File: src/rtl/hsvrgb_pkg.sv
// ----------------------------------------------------------------------------
// HSV to RGB converter package
// Shared widths, constants, sector codes and the stage payload type.
// ----------------------------------------------------------------------------
package hsvrgb_pkg;

  localparam int ColorBits   = 8;
  localparam int HueFracBits = 6;
  localparam int HueW        = 9 + HueFracBits;
  localparam int FracW       = 6 + HueFracBits;
  localparam int ProdW       = 2 * ColorBits;
  localparam int MixW        = ColorBits + FracW;
  localparam int DivShift    = HueFracBits + 2;
  localparam int YW          = MixW - DivShift;
  localparam int RecipShift  = ColorBits + 12;
  localparam int RecipW      = RecipShift - 3;
  localparam int Recip15     = ((1 << RecipShift) + 14) / 15;
  localparam int SectorSpan  = 60 << HueFracBits;
  localparam int FullTurn    = 360 << HueFracBits;
  localparam int SectorCount = 6;

  typedef enum logic [2:0] {
    SectorRy = 3'd0,
    SectorYg = 3'd1,
    SectorGc = 3'd2,
    SectorCb = 3'd3,
    SectorBm = 3'd4,
    SectorMr = 3'd5
  } sector_e;

  typedef struct packed {
    sector_e              sector;
    logic [FracW-1:0]     frac_sel;
    logic [ColorBits-1:0] chroma;
    logic [ColorBits-1:0] val;
  } hsvrgb_chroma_t;

endpackage

File: src/rtl/hsvrgb_front.sv
// ----------------------------------------------------------------------------
// HSV to RGB front end
// Two stages: hue wrap and sector split with the v*s product, then chroma
// by division by the full-scale code and selection of the sector offset.
// ----------------------------------------------------------------------------
module hsvrgb_front import hsvrgb_pkg::*; (
  input  logic                 clk_i,
  input  logic                 rst_ni,
  input  logic                 in_valid_i,
  output logic                 in_ready_o,
  input  logic [HueW-1:0]      hue_i,
  input  logic [ColorBits-1:0] saturation_i,
  input  logic [ColorBits-1:0] brightness_i,
  output logic                 out_valid_o,
  input  logic                 out_ready_i,
  output hsvrgb_chroma_t       out_data_o
);

  logic                 s1_v_q;
  sector_e              s1_sector_q, s1_sector_d;
  logic [FracW-1:0]     s1_frac_q, s1_frac_d;
  logic [ProdW-1:0]     s1_prod_q;
  logic [ColorBits-1:0] s1_val_q;

  logic                 s2_v_q;
  hsvrgb_chroma_t       s2_data_q, s2_data_d;
  logic                 s2_ready;

  assign s2_ready   = !s2_v_q || out_ready_i;
  assign in_ready_o = !s1_v_q || s2_ready;

  always_comb begin
    logic [HueW-1:0] hw;
    logic [HueW-1:0] base;
    logic [2:0]      cnt;
    hw = (hue_i >= HueW'(FullTurn)) ? hue_i - HueW'(FullTurn) : hue_i;
    cnt = 3'd0;
    for (int k = 1; k < SectorCount; k++) begin
      cnt = cnt + 3'(hw >= HueW'(k * SectorSpan));
    end
    base = HueW'(cnt) * HueW'(SectorSpan);
    s1_sector_d = sector_e'(cnt);
    s1_frac_d   = FracW'(hw - base);
  end

  always_comb begin
    logic [ProdW:0] sum;
    sum = {1'b0, s1_prod_q} + (ProdW + 1)'(s1_prod_q >> ColorBits) + (ProdW + 1)'(1);
    s2_data_d.chroma   = sum[ColorBits +: ColorBits];
    s2_data_d.sector   = s1_sector_q;
    s2_data_d.val      = s1_val_q;
    s2_data_d.frac_sel = s1_sector_q[0] ? FracW'(SectorSpan) - s1_frac_q : s1_frac_q;
  end

  always_ff @(posedge clk_i or negedge rst_ni) begin
    if (!rst_ni) begin
      s1_v_q <= 1'b0;
      s2_v_q <= 1'b0;
    end else begin
      if (in_ready_o) s1_v_q <= in_valid_i;
      if (s2_ready) s2_v_q <= s1_v_q;
    end
  end

  always_ff @(posedge clk_i) begin
    if (in_valid_i && in_ready_o) begin
      s1_sector_q <= s1_sector_d;
      s1_frac_q   <= s1_frac_d;
      s1_prod_q   <= ProdW'(brightness_i) * ProdW'(saturation_i);
      s1_val_q    <= brightness_i;
    end
    if (s1_v_q && s2_ready) begin
      s2_data_q <= s2_data_d;
    end
  end

  assign out_valid_o = s2_v_q;
  assign out_data_o  = s2_data_q;

endmodule

File: src/rtl/hsvrgb_back.sv
// ----------------------------------------------------------------------------
// HSV to RGB back end
// Three stages: chroma times offset, division by the sector span through a
// reciprocal multiply, then the six-way sector mux plus the m offset.
// ----------------------------------------------------------------------------
module hsvrgb_back import hsvrgb_pkg::*; (
  input  logic                 clk_i,
  input  logic                 rst_ni,
  input  logic                 in_valid_i,
  output logic                 in_ready_o,
  input  hsvrgb_chroma_t       in_data_i,
  output logic                 out_valid_o,
  input  logic                 out_ready_i,
  output logic [ColorBits-1:0] red_o,
  output logic [ColorBits-1:0] green_o,
  output logic [ColorBits-1:0] blue_o
);

  logic                 s3_v_q, s4_v_q, s5_v_q;
  logic                 s4_ready, s5_ready;

  logic [MixW-1:0]      s3_mix_q;
  logic [ColorBits-1:0] s3_c_q, s3_m_q;
  sector_e              s3_sector_q;

  logic [ColorBits-1:0] s4_x_q, s4_x_d, s4_c_q, s4_m_q;
  sector_e              s4_sector_q;

  logic [ColorBits-1:0] r_d, g_d, b_d;
  logic [ColorBits-1:0] r_q, g_q, b_q;

  assign s5_ready   = !s5_v_q || out_ready_i;
  assign s4_ready   = !s4_v_q || s5_ready;
  assign in_ready_o = !s3_v_q || s4_ready;

  always_comb begin
    logic [YW-1:0]        y;
    logic [YW+RecipW-1:0] q;
    y      = s3_mix_q[DivShift +: YW];
    q      = (YW + RecipW)'(y) * (YW + RecipW)'(Recip15);
    s4_x_d = q[RecipShift +: ColorBits];
  end

  always_comb begin
    logic [ColorBits-1:0] r, g, b;
    unique case (s4_sector_q)
      SectorRy: begin r = s4_c_q;    g = s4_x_q;    b = '0;     end
      SectorYg: begin r = s4_x_q;    g = s4_c_q;    b = '0;     end
      SectorGc: begin r = '0;        g = s4_c_q;    b = s4_x_q; end
      SectorCb: begin r = '0;        g = s4_x_q;    b = s4_c_q; end
      SectorBm: begin r = s4_x_q;    g = '0;        b = s4_c_q; end
      default:  begin r = s4_c_q;    g = '0;        b = s4_x_q; end
    endcase
    r_d = r + s4_m_q;
    g_d = g + s4_m_q;
    b_d = b + s4_m_q;
  end

  always_ff @(posedge clk_i or negedge rst_ni) begin
    if (!rst_ni) begin
      s3_v_q <= 1'b0;
      s4_v_q <= 1'b0;
      s5_v_q <= 1'b0;
    end else begin
      if (in_ready_o) s3_v_q <= in_valid_i;
      if (s4_ready) s4_v_q <= s3_v_q;
      if (s5_ready) s5_v_q <= s4_v_q;
    end
  end

  always_ff @(posedge clk_i) begin
    if (in_valid_i && in_ready_o) begin
      s3_mix_q    <= MixW'(in_data_i.chroma) * MixW'(in_data_i.frac_sel);
      s3_c_q      <= in_data_i.chroma;
      s3_m_q      <= in_data_i.val - in_data_i.chroma;
      s3_sector_q <= in_data_i.sector;
    end
    if (s3_v_q && s4_ready) begin
      s4_x_q      <= s4_x_d;
      s4_c_q      <= s3_c_q;
      s4_m_q      <= s3_m_q;
      s4_sector_q <= s3_sector_q;
    end
    if (s4_v_q && s5_ready) begin
      r_q <= r_d;
      g_q <= g_d;
      b_q <= b_d;
    end
  end

  assign out_valid_o = s5_v_q;
  assign red_o       = r_q;
  assign green_o     = g_q;
  assign blue_o      = b_q;

endmodule

File: src/rtl/hsv_to_rgb_converter_unit.sv
// ----------------------------------------------------------------------------
// HSV to RGB converter
// Converts one HSV pixel per item to 8-bit RGB through a five-stage pipeline.
// ----------------------------------------------------------------------------
//  channel | direction | handshake                | payload
//  in      | input     | in_valid_i / in_ready_o   | hue_i, saturation_i, brightness_i
//  out     | output    | out_valid_o / out_ready_i | red_o, green_o, blue_o
//
//  One item per cycle while the output is not stalled, through the five register stages
//  (sector split, chroma, offset multiply, reciprocal multiply, sector mux).
//  Reset clears only the stage valid bits; data registers load on advance.
//  Each stage advances when empty or when the next stage takes its item, so a
//  stall at the output backs up stage by stage and empty stages still fill.
// ----------------------------------------------------------------------------
module hsv_to_rgb_converter_unit import hsvrgb_pkg::*; (
  input  logic                 clk_i,
  input  logic                 rst_ni,
  input  logic                 in_valid_i,
  output logic                 in_ready_o,
  input  logic [HueW-1:0]      hue_i,
  input  logic [ColorBits-1:0] saturation_i,
  input  logic [ColorBits-1:0] brightness_i,
  output logic                 out_valid_o,
  input  logic                 out_ready_i,
  output logic [ColorBits-1:0] red_o,
  output logic [ColorBits-1:0] green_o,
  output logic [ColorBits-1:0] blue_o
);

  logic           mid_valid;
  logic           mid_ready;
  hsvrgb_chroma_t mid_data;

  hsvrgb_front u_front (
    .clk_i        (clk_i),
    .rst_ni       (rst_ni),
    .in_valid_i   (in_valid_i),
    .in_ready_o   (in_ready_o),
    .hue_i        (hue_i),
    .saturation_i (saturation_i),
    .brightness_i (brightness_i),
    .out_valid_o  (mid_valid),
    .out_ready_i  (mid_ready),
    .out_data_o   (mid_data)
  );

  hsvrgb_back u_back (
    .clk_i       (clk_i),
    .rst_ni      (rst_ni),
    .in_valid_i  (mid_valid),
    .in_ready_o  (mid_ready),
    .in_data_i   (mid_data),
    .out_valid_o (out_valid_o),
    .out_ready_i (out_ready_i),
    .red_o       (red_o),
    .green_o     (green_o),
    .blue_o      (blue_o)
  );

endmodule

File: config.mk
export PLATFORM = sky130hd
export DESIGN_NAME = hsv_to_rgb_converter_unit
export DESIGN_NICKNAME = d
export VERILOG_FILES = /design/src/rtl/hsvrgb_pkg.sv /design/src/rtl/hsvrgb_front.sv /design/src/rtl/hsvrgb_back.sv /design/src/rtl/hsv_to_rgb_converter_unit.sv
export SDC_FILE = /design/constraint.sdc
export NUM_CORES = 1
export LEC_CHECK = 0
export BUFFER_PORTS_ARGS = -buffer_cell sky130_fd_sc_hd__buf_2
export CORE_MARGIN = 2
export CORE_UTILIZATION = 64
export CTS_CLUSTER_SIZE = 16
export DETAILED_ROUTE_END_ITERATION = 10
export PLACE_DENSITY = 0.85
export REMOVE_ABC_BUFFERS = 1
export SLEW_MARGIN = 10
export SYNTH_ARGS = -nofsm -noshare
export SYNTH_HDL_FRONTEND = slang
export SYNTH_SLANG_ARGS = --single-unit
File: constraint.sdc
create_clock -name clk_i -period 6.2 [get_ports clk_i]
set_input_delay 0.62 -clock clk_i [delete_from_list [all_inputs] [get_ports clk_i]]
set_output_delay 0.62 -clock clk_i [all_outputs]
set_load 0.1 [all_outputs]
==> results of run 1 <==
## logic make-up (layout without fill, tap and decap cells)
| logic type | Yosys count | count (layout) | share of synthesized area |
|---|---|---|---|
| adders and majority gates | 284 | 284 | 0.3288 |
| xor gates and xnor gates | 85 | 85 | 0.05592 |
| AOI/OAI and AO/OA | 170 | 170 | 0.08513 |
| buffers and inverters | 209 | 283 | 0.05880 |
| DFF | 157 | 157 | 0.3487 |
| and+or+nand+nor | 323 | 323 | 0.1170 |
| muxes | 7 | 7 | 0.005582 |
## cell type report
| class | count | area [um2] |
|---|---|---|
| multi-input combinational | 869 | 7971 |
| fill | 1414 | 6161 |
| sequential | 157 | 4690 |
| inverter | 188 | 705.7 |
| clock buffer | 17 | 425.4 |
| tap | 275 | 344.1 |
| timing repair buffer | 64 | 332.8 |
| clock inverter | 14 | 192.7 |
## per-stage QoR
stage | area (um2) | utilization | worst slack, ns
2_1_floorplan | 13360 | - | 1.009
5_1_grt | 14660 | 0.7041 | 0.6964
6_report | 14660 | 0.7041 | 0.9545
4_1_cts | 14660 | 0.7041 | 0.9444
3_5_place_dp | 14030 | 0.6740 | 0.5165
3_3_place_gp | 14030 | 0.6740 | 0.6829
## registers in the layout, indices dropped and copies added, names as in the netlist, 8 cells and up
name                cells
u_back.s3_m_q           8
u_back.s4_x_q           8
u_back.red_o            8
u_back.s4_m_q           8
u_back.s4_c_q           8
u_front.s1_prod_q      16
u_back.s3_c_q           8
u_front.s1_frac_q      12
u_back.s3_mix_q        12
u_front.s1_val_q        8
u_back.green_o          8
u_back.blue_o           8
u_front.out_data_o     31
## layer usage
layer	part of all wire	GRT usage
met2	0.53	0.4574
met3	0.047	0.04465
met1	0.40	0.2896
met4	0.028	0.09333
met5	0	0
## layout by cell type, fill, tap and decap left out, types with 7 or more instances in the layout
cell type                   count
sky130_fd_sc_hd__nand2b_1      13
sky130_fd_sc_hd__a31oi_1        7
sky130_fd_sc_hd__inv_1        188
sky130_fd_sc_hd__clkbuf_16     17
sky130_fd_sc_hd__edfxtp_1     152
sky130_fd_sc_hd__a22o_1        17
sky130_fd_sc_hd__and2_1        84
sky130_fd_sc_hd__a21oi_1       50
sky130_fd_sc_hd__o21ai_0       28
sky130_fd_sc_hd__nand2_1      148
sky130_fd_sc_hd__o21a_1         9
sky130_fd_sc_hd__ha_1         167
sky130_fd_sc_hd__xnor2_1       64
sky130_fd_sc_hd__fa_1         116
sky130_fd_sc_hd__a21o_1        20
sky130_fd_sc_hd__o21bai_1       9
sky130_fd_sc_hd__nor2_1        33
sky130_fd_sc_hd__nand3_1        9
sky130_fd_sc_hd__xor2_1        20
sky130_fd_sc_hd__buf_2         60
## worst paths after layout
path                       slack, ns                    from                    end  cells after the start
max in group asynchronous       5.54                  rst_ni          u_back.s4_v_q                      2
min in group asynchronous       0.53                  rst_ni         u_front.s1_v_q                      2
min                             0.38                hue_i[3]   u_front.s1_frac_q[3]                      1
max                             0.95               hue_i[10]  u_front.s1_frac_q[11]                     20
min reg2reg                     0.41        u_back.s3_m_q[6]       u_back.s4_m_q[6]                      0
max reg2reg                     1.08  u_front.out_data_o[14]    u_back.s3_mix_q[19]                     15
## worst max-delay path: stages
cell,delay [ns]
sky130_fd_sc_hd__buf_2,0.12
sky130_fd_sc_hd__inv_1,0.08
sky130_fd_sc_hd__ha_1,0.20
sky130_fd_sc_hd__and3b_1,0.21
sky130_fd_sc_hd__o21ai_0,0.13
sky130_fd_sc_hd__and2_1,0.29
sky130_fd_sc_hd__nor2_1,0.13
sky130_fd_sc_hd__xnor2_1,0.36
sky130_fd_sc_hd__nor2_1,0.10
sky130_fd_sc_hd__a211o_1,0.31
sky130_fd_sc_hd__ha_1,0.30
sky130_fd_sc_hd__fa_1,0.44
sky130_fd_sc_hd__ha_1,0.22
sky130_fd_sc_hd__fa_1,0.55
sky130_fd_sc_hd__fa_1,0.47
sky130_fd_sc_hd__ha_1,0.31
sky130_fd_sc_hd__inv_1,0.04
sky130_fd_sc_hd__ha_1,0.29
sky130_fd_sc_hd__a21oi_1,0.18
sky130_fd_sc_hd__xnor2_1,0.09
==> metrics.txt, run 1 <==
# TYPE chip_impl_metric gauge
chip_impl_metric{name="grt_pass1_wl",unit="mm"} 43.53
chip_impl_metric{name="dpl.hpwl",unit="mm"} 19.96
chip_impl_metric{name="clock-sinks",unit=""} 157
chip_impl_metric{name="grt_antenna_before_repair",unit=""} 0
chip_impl_metric{name="clk_pin_slew",unit="ns"} 0.07
chip_impl_metric{name="syn_inst",unit=""} 1235
chip_impl_metric{name="signal_arrival_time_at_the_worst_endpoint",unit="ns"} 5.42
chip_impl_metric{name="slew-limit-headroom",unit=""} 0.2132
chip_impl_metric{name="syn_area_per_cell",unit="um2"} 10.89
chip_impl_metric{name="critical_path_required",unit="ns"} 6.37
chip_impl_info{name="start_kind",value="input pin"} 1
chip_impl_metric{name="finalHoldWorstSlack",unit="ns"} 0.3791
chip_impl_metric{name="cts-root-to-sink-buffers",unit=""} 2
chip_impl_metric{name="fp-row-count",unit=""} 53
chip_impl_metric{name="h-tree-depth",unit=""} 4
chip_impl_metric{name="post-route-period-util",unit=""} 0.8460
chip_impl_metric{name="synth.ff_latch_count",unit=""} 157
chip_impl_metric{name="finalMaxSlewViolations",unit=""} 0
chip_impl_metric{name="dieHeight",unit="um"} 149.0
chip_impl_info{name="holdCritPathClass",value="input pin to flip-flop"} 1
chip_impl_metric{name="synth.yosys.seq_area_share",unit=""} 0.3487
chip_impl_metric{name="average_via_count_per_standard_cell",unit=""} 5.670
chip_impl_metric{name="finalHoldViolations",unit=""} 0
chip_impl_metric{name="first_global_vias",unit=""} 9499
chip_impl_info{name="synthMostInstantiatedCell",value="sky130_fd_sc_hd__inv_1"} 1
chip_impl_metric{name="postCtsSetupRepairBufs",unit=""} 0
chip_impl_metric{name="maximum_fanout_along_the_worst_path",unit=""} 6
chip_impl_metric{name="gr-usage-all-layers",unit=""} 0.2487
chip_impl_metric{name="antenna_diode_count",unit=""} 0
chip_impl_info{name="ys_top_cells_by_area",value="sky130_fd_sc_hd__edfxtp_1 (34%), sky130_fd_sc_hd__fa_1 (17%), sky130_fd_sc_hd__ha_1 (16%)"} 1
chip_impl_info{name="tritoncts_clock_tree",value="done"} 1
chip_impl_metric{name="fin_setup_tns",unit="ns"} 0
chip_impl_metric{name="vias",unit=""} 8982
chip_impl_metric{name="count_of_hold_fix_buffers_inserted_at_cts",unit=""} 1
chip_impl_info{name="outcome",value="completed"} 1
chip_impl_metric{name="drt-wirelength-per-cell",unit="um"} 16.23
chip_impl_metric{name="post-route-drc-count",unit=""} 0
chip_impl_info{name="timing.critical_path.to_type",value="flip-flop"} 1
chip_impl_metric{name="antenna_violation_net_count_after_detailed_routing",unit=""} 0
chip_impl_info{name="synth_top_cell_by_area",value="sky130_fd_sc_hd__edfxtp_1"} 1
chip_impl_info{name="ys_top_cells_by_count",value="sky130_fd_sc_hd__inv_1 (188), sky130_fd_sc_hd__ha_1 (167), sky130_fd_sc_hd__edfxtp_1 (152)"} 1
chip_impl_metric{name="fin_worst_skew",unit="ns"} 0.01573
chip_impl_metric{name="timing.final.crit_period",unit="ns"} 5.245
chip_impl_metric{name="design.die.area",unit="mm2"} 0.02219
chip_impl_metric{name="postSynth.asyncResetShare",unit=""} 0.03185
chip_impl_metric{name="initial_cell_density_of_the_core",unit=""} 0.6458
chip_impl_info{name="path_class",value="input pin to flip-flop"} 1
chip_impl_metric{name="drt_first_iter_violations",unit=""} 418
chip_impl_metric{name="placed_cells",unit=""} 1552
chip_impl_metric{name="area.growth.synth_to_final",unit="%"} 9.025
chip_impl_metric{name="final_cells",unit=""} 1584
chip_impl_metric{name="netlist_area",unit="mm2"} 0.01345
chip_impl_info{name="ys_dominant_reg_cell",value="sky130_fd_sc_hd__edfxtp_1"} 1
chip_impl_metric{name="total_number_of_nets_in_the_final_design",unit=""} 1615
chip_impl_metric{name="fp.coreArea",unit="mm2"} 0.02082
chip_impl_metric{name="setup_viol",unit=""} 0
chip_impl_metric{name="max_slew.worst_pin.slew",unit="ns"} 1.175
chip_impl_metric{name="maximum_number_of_pins_on_one_net_before_global_route_repair",unit=""} 40
chip_impl_metric{name="synth_enable_flop_cells",unit=""} 152
chip_impl_metric{name="post-synth-top-area-fraction",unit=""} 0.3394
chip_impl_metric{name="final_layout_size_suffix_gt1_frac",unit=""} 0.08480
chip_impl_metric{name="number_of_gates_given_a_new_drive_strength_after_cts",unit=""} 0
chip_impl_metric{name="ys_warnings",unit=""} 0
chip_impl_metric{name="cts-buffers-inserted",unit=""} 17
chip_impl_metric{name="post_route_wl",unit="mm"} 25.71
chip_impl_info{name="cts.root.buffer_cell",value="sky130_fd_sc_hd__clkbuf_16"} 1
chip_impl_metric{name="port_buffers",unit=""} 60
chip_impl_info{name="grt_setup_unrepaired",value="no"} 1
chip_impl_metric{name="clk_latency_worst_skew_pair",unit="ns"} 0.43
chip_impl_metric{name="gr-total-overflow",unit=""} 0
chip_impl_metric{name="drt-pass1-iter-count",unit=""} 5
chip_impl_metric{name="max_freq",unit="MHz"} 190.6
chip_impl_metric{name="place.gp.congestion",unit=""} 0.8627
chip_impl_metric{name="cap_violations",unit=""} 0
chip_impl_metric{name="die_w",unit="um"} 149.0
chip_impl_metric{name="synth_cell_type_count",unit=""} 59
chip_impl_metric{name="io-pin-count",unit=""} 61
Power of run 1 is not shown: default switching activity piles up to over one toggle a cycle in this logic, so the estimate is an artifact.
==> run 2, diff against run 1 <==
CORE_UTILIZATION = 57   (was 64)
PLACE_DENSITY = 0.81   (was 0.85)
clock period = 4.25 ns   (was 6.2 ns; I/O delays follow)
==> run 2 against run 1 <==
  * The run now ends with negative setup slack left
  * Core utilization is 0.79 points lower
  * Design area rose by 11%
  * Critical path depth is 5 lower
  * Count of clock-buffer cells in the layout is 1 higher
  * Register-to-register slack worse by 1.5 ns
  * Final cell count up 12%
  * Hold slack lost 0.17 ns
  * First-iteration DRC count is 20% higher
  * Global-route usage down 1.3 points
  * Flip-flop and latch count is the same
==> metrics.txt, run 2 (synthesis results as in run 1) <==
# TYPE chip_impl_metric gauge
chip_impl_metric{name="port_buffers",unit=""} 60
chip_impl_info{name="outcome",value="complete, but fails checks"} 1
chip_impl_metric{name="fin_worst_skew",unit="ns"} 0.01116
chip_impl_info{name="layout.cells.most_common_list",value="sky130_fd_sc_hd__inv_1 (177), sky130_fd_sc_hd__ha_1 (154), sky130_fd_sc_hd__edfxtp_1 (152)"} 1
chip_impl_metric{name="final_critical_path_setup_slack",unit="ns"} -0.4674
chip_impl_metric{name="maximum_fanout_along_the_worst_path",unit=""} 4
chip_impl_metric{name="grt_antenna_before_repair",unit=""} 0
chip_impl_metric{name="multi_input_area",unit="mm2"} 0.008343
chip_impl_metric{name="vias",unit=""} 9534
chip_impl_metric{name="post-route-drc-count",unit=""} 0
chip_impl_metric{name="finalMaxSlewViolations",unit=""} 0
chip_impl_metric{name="finalHoldViolations",unit=""} 0
chip_impl_info{name="grt_setup_unrepaired",value="yes"} 1
chip_impl_metric{name="h-tree-depth",unit=""} 4
chip_impl_metric{name="first_global_vias",unit=""} 10190
chip_impl_metric{name="final_cells",unit=""} 1773
chip_impl_info{name="timing.critical_path.from",value="u_front.out_data_o[15]"} 1
chip_impl_metric{name="drt-pass1-iter-count",unit=""} 5
chip_impl_metric{name="dieHeight",unit="um"} 157.6
chip_impl_info{name="tritoncts_clock_tree",value="done"} 1
chip_impl_metric{name="drt_first_iter_violations",unit=""} 503
chip_impl_info{name="start_kind",value="flip-flop"} 1
chip_impl_metric{name="placedInstanceArea",unit="mm2"} 0.01497
chip_impl_metric{name="clock-sinks",unit=""} 157
chip_impl_metric{name="cts-buffers-inserted",unit=""} 17
chip_impl_metric{name="design.die.area",unit="mm2"} 0.02484
chip_impl_metric{name="die_w",unit="um"} 157.6
chip_impl_metric{name="dpl.hpwl",unit="mm"} 21.00
chip_impl_metric{name="clk_latency_worst_skew_pair",unit="ns"} 0.43
chip_impl_info{name="failing_checks",value="negative setup slack"} 1
chip_impl_info{name="holdCritPathClass",value="input pin to flip-flop"} 1
chip_impl_metric{name="finalHoldWorstSlack",unit="ns"} 0.2074
chip_impl_metric{name="average_via_count_per_standard_cell",unit=""} 5.377
chip_impl_info{name="path_class",value="flip-flop to flip-flop"} 1
chip_impl_metric{name="area.growth.synth_to_final",unit="%"} 20.80
chip_impl_metric{name="post-route-period-util",unit=""} 1.110
chip_impl_metric{name="ff_latch_area",unit="mm2"} 0.004690
chip_impl_metric{name="signal_arrival_time_at_the_worst_endpoint",unit="ns"} 4.88
chip_impl_metric{name="post_route_wl",unit="mm"} 27.79
chip_impl_info{name="cts.root.buffer_cell",value="sky130_fd_sc_hd__clkbuf_16"} 1
chip_impl_metric{name="gr-total-overflow",unit=""} 0
chip_impl_metric{name="cap_violations",unit=""} 0
chip_impl_metric{name="critical_path_required",unit="ns"} 4.41
chip_impl_metric{name="io-pin-count",unit=""} 61
chip_impl_metric{name="final_layout_size_suffix_gt1_frac",unit=""} 0.2201
chip_impl_metric{name="gr-usage-all-layers",unit=""} 0.2354
chip_impl_metric{name="timing.final.crit_period",unit="ns"} 4.717
chip_impl_metric{name="maximum_number_of_pins_on_one_net_before_global_route_repair",unit=""} 40
chip_impl_metric{name="fill_cells",unit=""} 1577
chip_impl_metric{name="place_worst_setup_slack",unit="ns"} -0.9395
chip_impl_metric{name="fp.coreArea",unit="mm2"} 0.02333
chip_impl_metric{name="setup_viol",unit=""} 12
chip_impl_info{name="layout.cells.most_common",value="sky130_fd_sc_hd__inv_1"} 1
chip_impl_metric{name="max_freq",unit="MHz"} 212.0
chip_impl_info{name="r2r_start",value="u_front.out_data_o[15]"} 1
chip_impl_metric{name="grt_pass1_wl",unit="mm"} 46.28
chip_impl_metric{name="place.gp.congestion",unit=""} 0.8562
chip_impl_metric{name="clk_pin_slew",unit="ns"} 0.06
chip_impl_metric{name="antenna_violation_net_count_after_detailed_routing",unit=""} 0
chip_impl_metric{name="regToRegSetupSlack",unit="ns"} -0.47
chip_impl_metric{name="initial_cell_density_of_the_core",unit=""} 0.5764
chip_impl_metric{name="largest_reg_flops",unit=""} 31
chip_impl_metric{name="slew-limit-headroom",unit=""} 0.2460
chip_impl_metric{name="placed_cells",unit=""} 1714
chip_impl_metric{name="final_area",unit="mm2"} 0.01625
chip_impl_metric{name="antenna_diode_count",unit=""} 0
chip_impl_metric{name="fp-row-count",unit=""} 56
chip_impl_metric{name="drt-wirelength-per-cell",unit="um"} 15.67
chip_impl_metric{name="max_slew.worst_pin.slew",unit="ns"} 1.126
chip_impl_info{name="timing.critical_path.to_type",value="flip-flop"} 1
chip_impl_metric{name="cts-root-to-sink-buffers",unit=""} 2
chip_impl_info{name="timing.hold.worst.start",value="in_valid_i"} 1
chip_impl_metric{name="total_number_of_nets_in_the_final_design",unit=""} 1759
==> run 2: worst paths after layout <==
kind / endpoint / cells after the start
worst min register to register: u_back.s4_c_q[0] / 0
worst min-delay path: u_front.s1_v_q / 2
max in group asynchronous: u_back.out_valid_o / 2
worst max-delay path: u_back.s3_mix_q[17] / 15
worst max register to register: u_back.s3_mix_q[17] / 15
min in group asynchronous: u_front.out_valid_o / 2
==> run 2: critical path: stages (launching register included) <==
cell	delay, ns
sky130_fd_sc_hd__edfxtp_1	0.46
sky130_fd_sc_hd__buf_4	0.15
sky130_fd_sc_hd__nand2_1	0.07
sky130_fd_sc_hd__fa_1	0.56
sky130_fd_sc_hd__inv_2	0.04
sky130_fd_sc_hd__fa_1	0.54
sky130_fd_sc_hd__fa_1	0.46
sky130_fd_sc_hd__fa_1	0.59
sky130_fd_sc_hd__ha_4	0.24
sky130_fd_sc_hd__a21oi_2	0.14
sky130_fd_sc_hd__nand2_2	0.10
sky130_fd_sc_hd__a221oi_4	0.30
sky130_fd_sc_hd__o22ai_2	0.12
sky130_fd_sc_hd__o41a_1	0.38
sky130_fd_sc_hd__buf_4	0.17
sky130_fd_sc_hd__xor2_2	0.14
==> run 2: layout make-up <==
type	instances	area share
Clock inverter	14	0.01194
Timing Repair Buffer	208	0.09080
Inverter	188	0.04405
Clock buffer	18	0.02642
Multi-Input combinational cell	869	0.5136
Tap cell	319	0.02457
Sequential cell	157	0.2887
==> run 2: per-layer routing <==
layer / global-route usage / wire [um] / vias up
met4: 0.08139 / 735 / 0
met2: 0.4421 / 14910 / 245
met5: 0 / 0 / -
met1: 0.2673 / 11020 / 4661
met3: 0.04407 / 1123 / 71
li1: - / - / 4557
==> run 2: repair_timing <==
action,in CTS,in global routing
setup endpoints to repair,12,16
hold buffers,1,0
gates resized for setup,68,29
pin swaps,56,48
buffers inserted,15,11
endpoints found under the hold margin,5,0
==> run 2: stage by stage <==
| step | setup TNS [ns] | util |
|---|---|---|
| after floorplan | -3.449 | - |
| after detailed placement | -6.861 | 0.6418 |
| after global routing | -5.645 | 0.6963 |
| after CTS | -2.539 | 0.6872 |
| after global placement | -5.395 | 0.6418 |
| final | -3.567 | 0.6963 |
Power of run 2 is left out for the same reason.
==> run 3, diff against run 2 <==
CAP_MARGIN = 10   (was not set)
CORE_UTILIZATION = 58   (was 57)
PLACE_DENSITY = 0.79   (was 0.81)
SYNTH_HIERARCHICAL = 1   (was not set)
==> run 3 against run 2 <==
  * The run still ends with negative setup slack left
  * Synthesized area rose by 5.2%
  * Non-clock buffer count is 16 higher
  * Global-route usage is 1.3 points higher
  * Fmax is 2.8% higher
  * Sequential share of layout area shrank 1.6 points
  * Die area rose by 3.3%
  * Count of clock-buffer cells in the layout unchanged
  * Critical endpoint is now u_back/s3_mix_q[13]
==> metrics.txt, run 3 <==
# TYPE chip_impl_metric gauge
chip_impl_info{name="outcome",value="complete, but fails checks"} 1
chip_impl_info{name="failing_checks",value="negative setup slack"} 1
chip_impl_metric{name="total_met3_wirelength_after_detailed_routing",unit="mm"} 1.442
chip_impl_metric{name="critical_path_required",unit="ns"} 4.42
chip_impl_metric{name="max_slew.worst_pin.slew",unit="ns"} 1.043
chip_impl_metric{name="gr-total-overflow",unit=""} 0
chip_impl_metric{name="cpPeakStageDelay",unit="ns"} 0.55
chip_impl_metric{name="drt-pass1-iter-count",unit=""} 5
chip_impl_metric{name="design.die.area",unit="mm2"} 0.02566
chip_impl_metric{name="finalMaxSlewViolations",unit=""} 0
chip_impl_info{name="start_kind",value="flip-flop"} 1
chip_impl_info{name="path_class",value="flip-flop to flip-flop"} 1
chip_impl_metric{name="port_buffers",unit=""} 60
chip_impl_metric{name="cts-buffers-inserted",unit=""} 17
chip_impl_metric{name="signal_arrival_time_at_the_worst_endpoint",unit="ns"} 4.76
chip_impl_metric{name="initial_cell_density_of_the_core",unit=""} 0.5869
chip_impl_metric{name="first_global_vias",unit=""} 11080
chip_impl_metric{name="die_w",unit="um"} 160.2
chip_impl_metric{name="io-pin-count",unit=""} 61
chip_impl_metric{name="final_layout_size_suffix_gt1_frac",unit=""} 0.2477
chip_impl_metric{name="post_route_wl",unit="mm"} 31.90
chip_impl_info{name="ys_dominant_reg_cell",value="sky130_fd_sc_hd__edfxtp_1"} 1
chip_impl_metric{name="synth.ff_latch_count",unit=""} 157
chip_impl_metric{name="post-route-util",unit=""} 0.7136
chip_impl_metric{name="h-tree-depth",unit=""} 4
chip_impl_info{name="timing.critical_path.to_type",value="flip-flop"} 1
chip_impl_info{name="ys_top_cells_by_area",value="sky130_fd_sc_hd__edfxtp_1 (32%), sky130_fd_sc_hd__fa_1 (16%), sky130_fd_sc_hd__ha_1 (15%)"} 1
chip_impl_metric{name="synth.yosys.seq_area_share",unit=""} 0.3315
chip_impl_info{name="ys_top_cells_by_count",value="sky130_fd_sc_hd__inv_1 (195), sky130_fd_sc_hd__ha_1 (168), sky130_fd_sc_hd__edfxtp_1 (152)"} 1
chip_impl_info{name="cp_cell_sequence",value="buf_6 -> buf_6 -> and2_4 -> fa_1 -> fa_1 -> fa_1 -> inv_1 -> fa_1 -> inv_2 -> ha_4 -> buf_6 -> o211ai_1 -> nor2_2 -> buf_4 -> a21oi_4 -> buf_6 -> nor2b_1 -> nor2_1 -> xnor2_1"} 1
chip_impl_metric{name="post-route-period-util",unit=""} 1.079
chip_impl_metric{name="grt_antenna_before_repair",unit=""} 0
chip_impl_info{name="grt_setup_unrepaired",value="yes"} 1
chip_impl_metric{name="antenna_violation_net_count_after_detailed_routing",unit=""} 0
chip_impl_metric{name="synth_enable_flop_cells",unit=""} 152
chip_impl_metric{name="fp-row-count",unit=""} 57
chip_impl_metric{name="dpl.hpwl",unit="mm"} 22.37
chip_impl_metric{name="timing.final.crit_period",unit="ns"} 4.587
chip_impl_metric{name="maximum_number_of_pins_on_one_net_before_global_route_repair",unit=""} 40
chip_impl_metric{name="place.gp.congestion",unit=""} 0.8663
chip_impl_metric{name="postSynth.asyncResetShare",unit=""} 0.03185
chip_impl_info{name="crit_slowest_cell",value="sky130_fd_sc_hd__fa_1"} 1
chip_impl_metric{name="drt-wirelength-per-cell",unit="um"} 16.99
chip_impl_metric{name="post-route-drc-count",unit=""} 0
chip_impl_metric{name="final_critical_path_setup_slack",unit="ns"} -0.3368
chip_impl_metric{name="antenna_diode_count",unit=""} 0
chip_impl_metric{name="fp.coreArea",unit="mm2"} 0.02411
chip_impl_metric{name="detail_route.wirelength.met1",unit="mm"} 12.52
chip_impl_metric{name="syn_area_per_cell",unit="um2"} 10.69
chip_impl_metric{name="detailroute.wirelength.met2",unit="mm"} 16.85
chip_impl_metric{name="setup_viol",unit=""} 11
chip_impl_metric{name="cts-root-to-sink-buffers",unit=""} 2
chip_impl_metric{name="maximum_fanout_along_the_worst_path",unit=""} 5
chip_impl_metric{name="gr-usage-all-layers",unit=""} 0.2481
chip_impl_info{name="holdCritPathClass",value="input pin to flip-flop"} 1
chip_impl_info{name="synthMostInstantiatedCell",value="sky130_fd_sc_hd__inv_1"} 1
chip_impl_metric{name="largest_reg_flops",unit=""} 31
chip_impl_metric{name="finalHoldViolations",unit=""} 0
chip_impl_metric{name="total_number_of_nets_in_the_final_design",unit=""} 1859
chip_impl_metric{name="clock-sinks",unit=""} 157
chip_impl_metric{name="drt_first_iter_violations",unit=""} 615
chip_impl_metric{name="ys_warnings",unit=""} 6
chip_impl_info{name="tritoncts_clock_tree",value="done"} 1
chip_impl_metric{name="fin_worst_skew",unit="ns"} 0.007544
chip_impl_metric{name="vias",unit=""} 10470
chip_impl_metric{name="clk_pin_slew",unit="ns"} 0.06
chip_impl_metric{name="slew-limit-headroom",unit=""} 0.3049
chip_impl_metric{name="post-synth-top-area-fraction",unit=""} 0.3226
chip_impl_metric{name="dieHeight",unit="um"} 160.2
chip_impl_metric{name="cap_violations",unit=""} 0
chip_impl_info{name="layout.cells.most_common_list",value="sky130_fd_sc_hd__inv_1 (175), sky130_fd_sc_hd__edfxtp_1 (152), sky130_fd_sc_hd__ha_1 (149)"} 1
chip_impl_metric{name="area.growth.synth_to_final",unit="%"} 21.59
chip_impl_metric{name="syn_inst",unit=""} 1323
chip_impl_metric{name="clk_latency_worst_skew_pair",unit="ns"} 0.43
chip_impl_info{name="highest-signal-layer",value="met4"} 1
chip_impl_info{name="cts.root.buffer_cell",value="sky130_fd_sc_hd__clkbuf_16"} 1
chip_impl_metric{name="synth_cell_type_count",unit=""} 72
chip_impl_metric{name="grt_pass1_wl",unit="mm"} 51.48
chip_impl_metric{name="max_freq",unit="MHz"} 218.0
chip_impl_metric{name="netlist_area",unit="mm2"} 0.01415
chip_impl_info{name="synth_top_cell_by_area",value="sky130_fd_sc_hd__edfxtp_1"} 1
chip_impl_metric{name="average_via_count_per_standard_cell",unit=""} 5.575
chip_impl_info{name="layout.cells.most_common",value="sky130_fd_sc_hd__inv_1"} 1
[run 3: cell types whose count changed in the layout (fill, tap and decap cells not counted), sizes merged, moves of 8 or more]
cell,change
and2,+42
buf,+16
inv,+13
nand2,-40
nor2,+8
nor3,+10
[run 3: per-layer routing]
metal | global-route usage | up-vias
li1 | - | 4918
met1 | 0.2877 | 5095
met5 | 0 | -
met2 | 0.4573 | 352
met3 | 0.03636 | 104
met4 | 0.1065 | 0
[run 3: cell families (layout without fill, tap and decap cells)]
group,after synthesis,in the layout,share of synthesized area
buf+inv,220,451,0.06014
fa+ha+maj,283,283,0.3113
xor+xnor,88,88,0.05687
flops,157,157,0.3315
simple gates,371,371,0.1397
compound gates,193,193,0.09224
mux,11,11,0.008225
[run 3: final cells by class]
type                    instances  area [um2]
well taps                     324       405.4
fillers                      1609        6904
flip-flops and latches        157        4690
repair buffers                224        1615
clock inverters                14       172.7
clock buffers                  18       439.2
multi-input cells             946        9148
inverters                     195       732.0
[run 3: worst max-delay path: cells and delay by family, from the launching register on]
kind	cells	cell delay, ns
adder cells (fa/ha/maj)	5	2.32
flip-flops	1	0.43
buffers and inverters	7	0.74
AO/OA/AOI/OAI	2	0.18
AND/OR/NAND/NOR	4	0.51
XOR/XNOR	1	0.14
[run 3: repair_timing]
| item | CTS | global route |
|---|---|---|
| gates resized for setup | 88 | 50 |
| pin swaps | 83 | 63 |
| hold endpoints to repair | 5 | 0 |
| hold buffers | 1 | 0 |
| endpoints found under the setup margin | 13 | 14 |
| buffers inserted | 25 | 13 |
[run 3: worst paths after layout]
kind	depth (start not counted)	to	slack [ns]	startpoint
setup / recovery	19	u_back/s3_mix_q[13]	-0.34	u_front/out_data_o[22]
hold / removal	2	u_front/s1_v_q	0.19	in_valid_i
setup reg to reg	19	u_back/s3_mix_q[13]	-0.34	u_front/out_data_o[22]
hold reg to reg	0	u_back/s4_m_q[6]	0.41	u_back/s3_m_q[6]
max in group asynchronous	2	u_front/out_valid_o	3.78	rst_ni
min in group asynchronous	2	u_back/out_valid_o	0.33	rst_ni
[run 3: per-stage QoR]
step	hold WS, ns	cell area (um2)	TNS [ns]	setup slack (ns)	cells
6_report	0.1910	17200	-2.378	-0.3368	1878
5_1_grt	0.2015	17200	-3.069	-0.3966	1878
4_1_cts	0.1814	16920	-0.6307	-0.1322	1868
3_5_place_dp	0.2463	15720	-5.237	-0.6644	1813
3_3_place_gp	0.2420	15720	-3.552	-0.4642	1813
2_1_floorplan	0.1294	14030	-0.8635	-0.4131	1298
Power of run 3 is left out for the same reason.
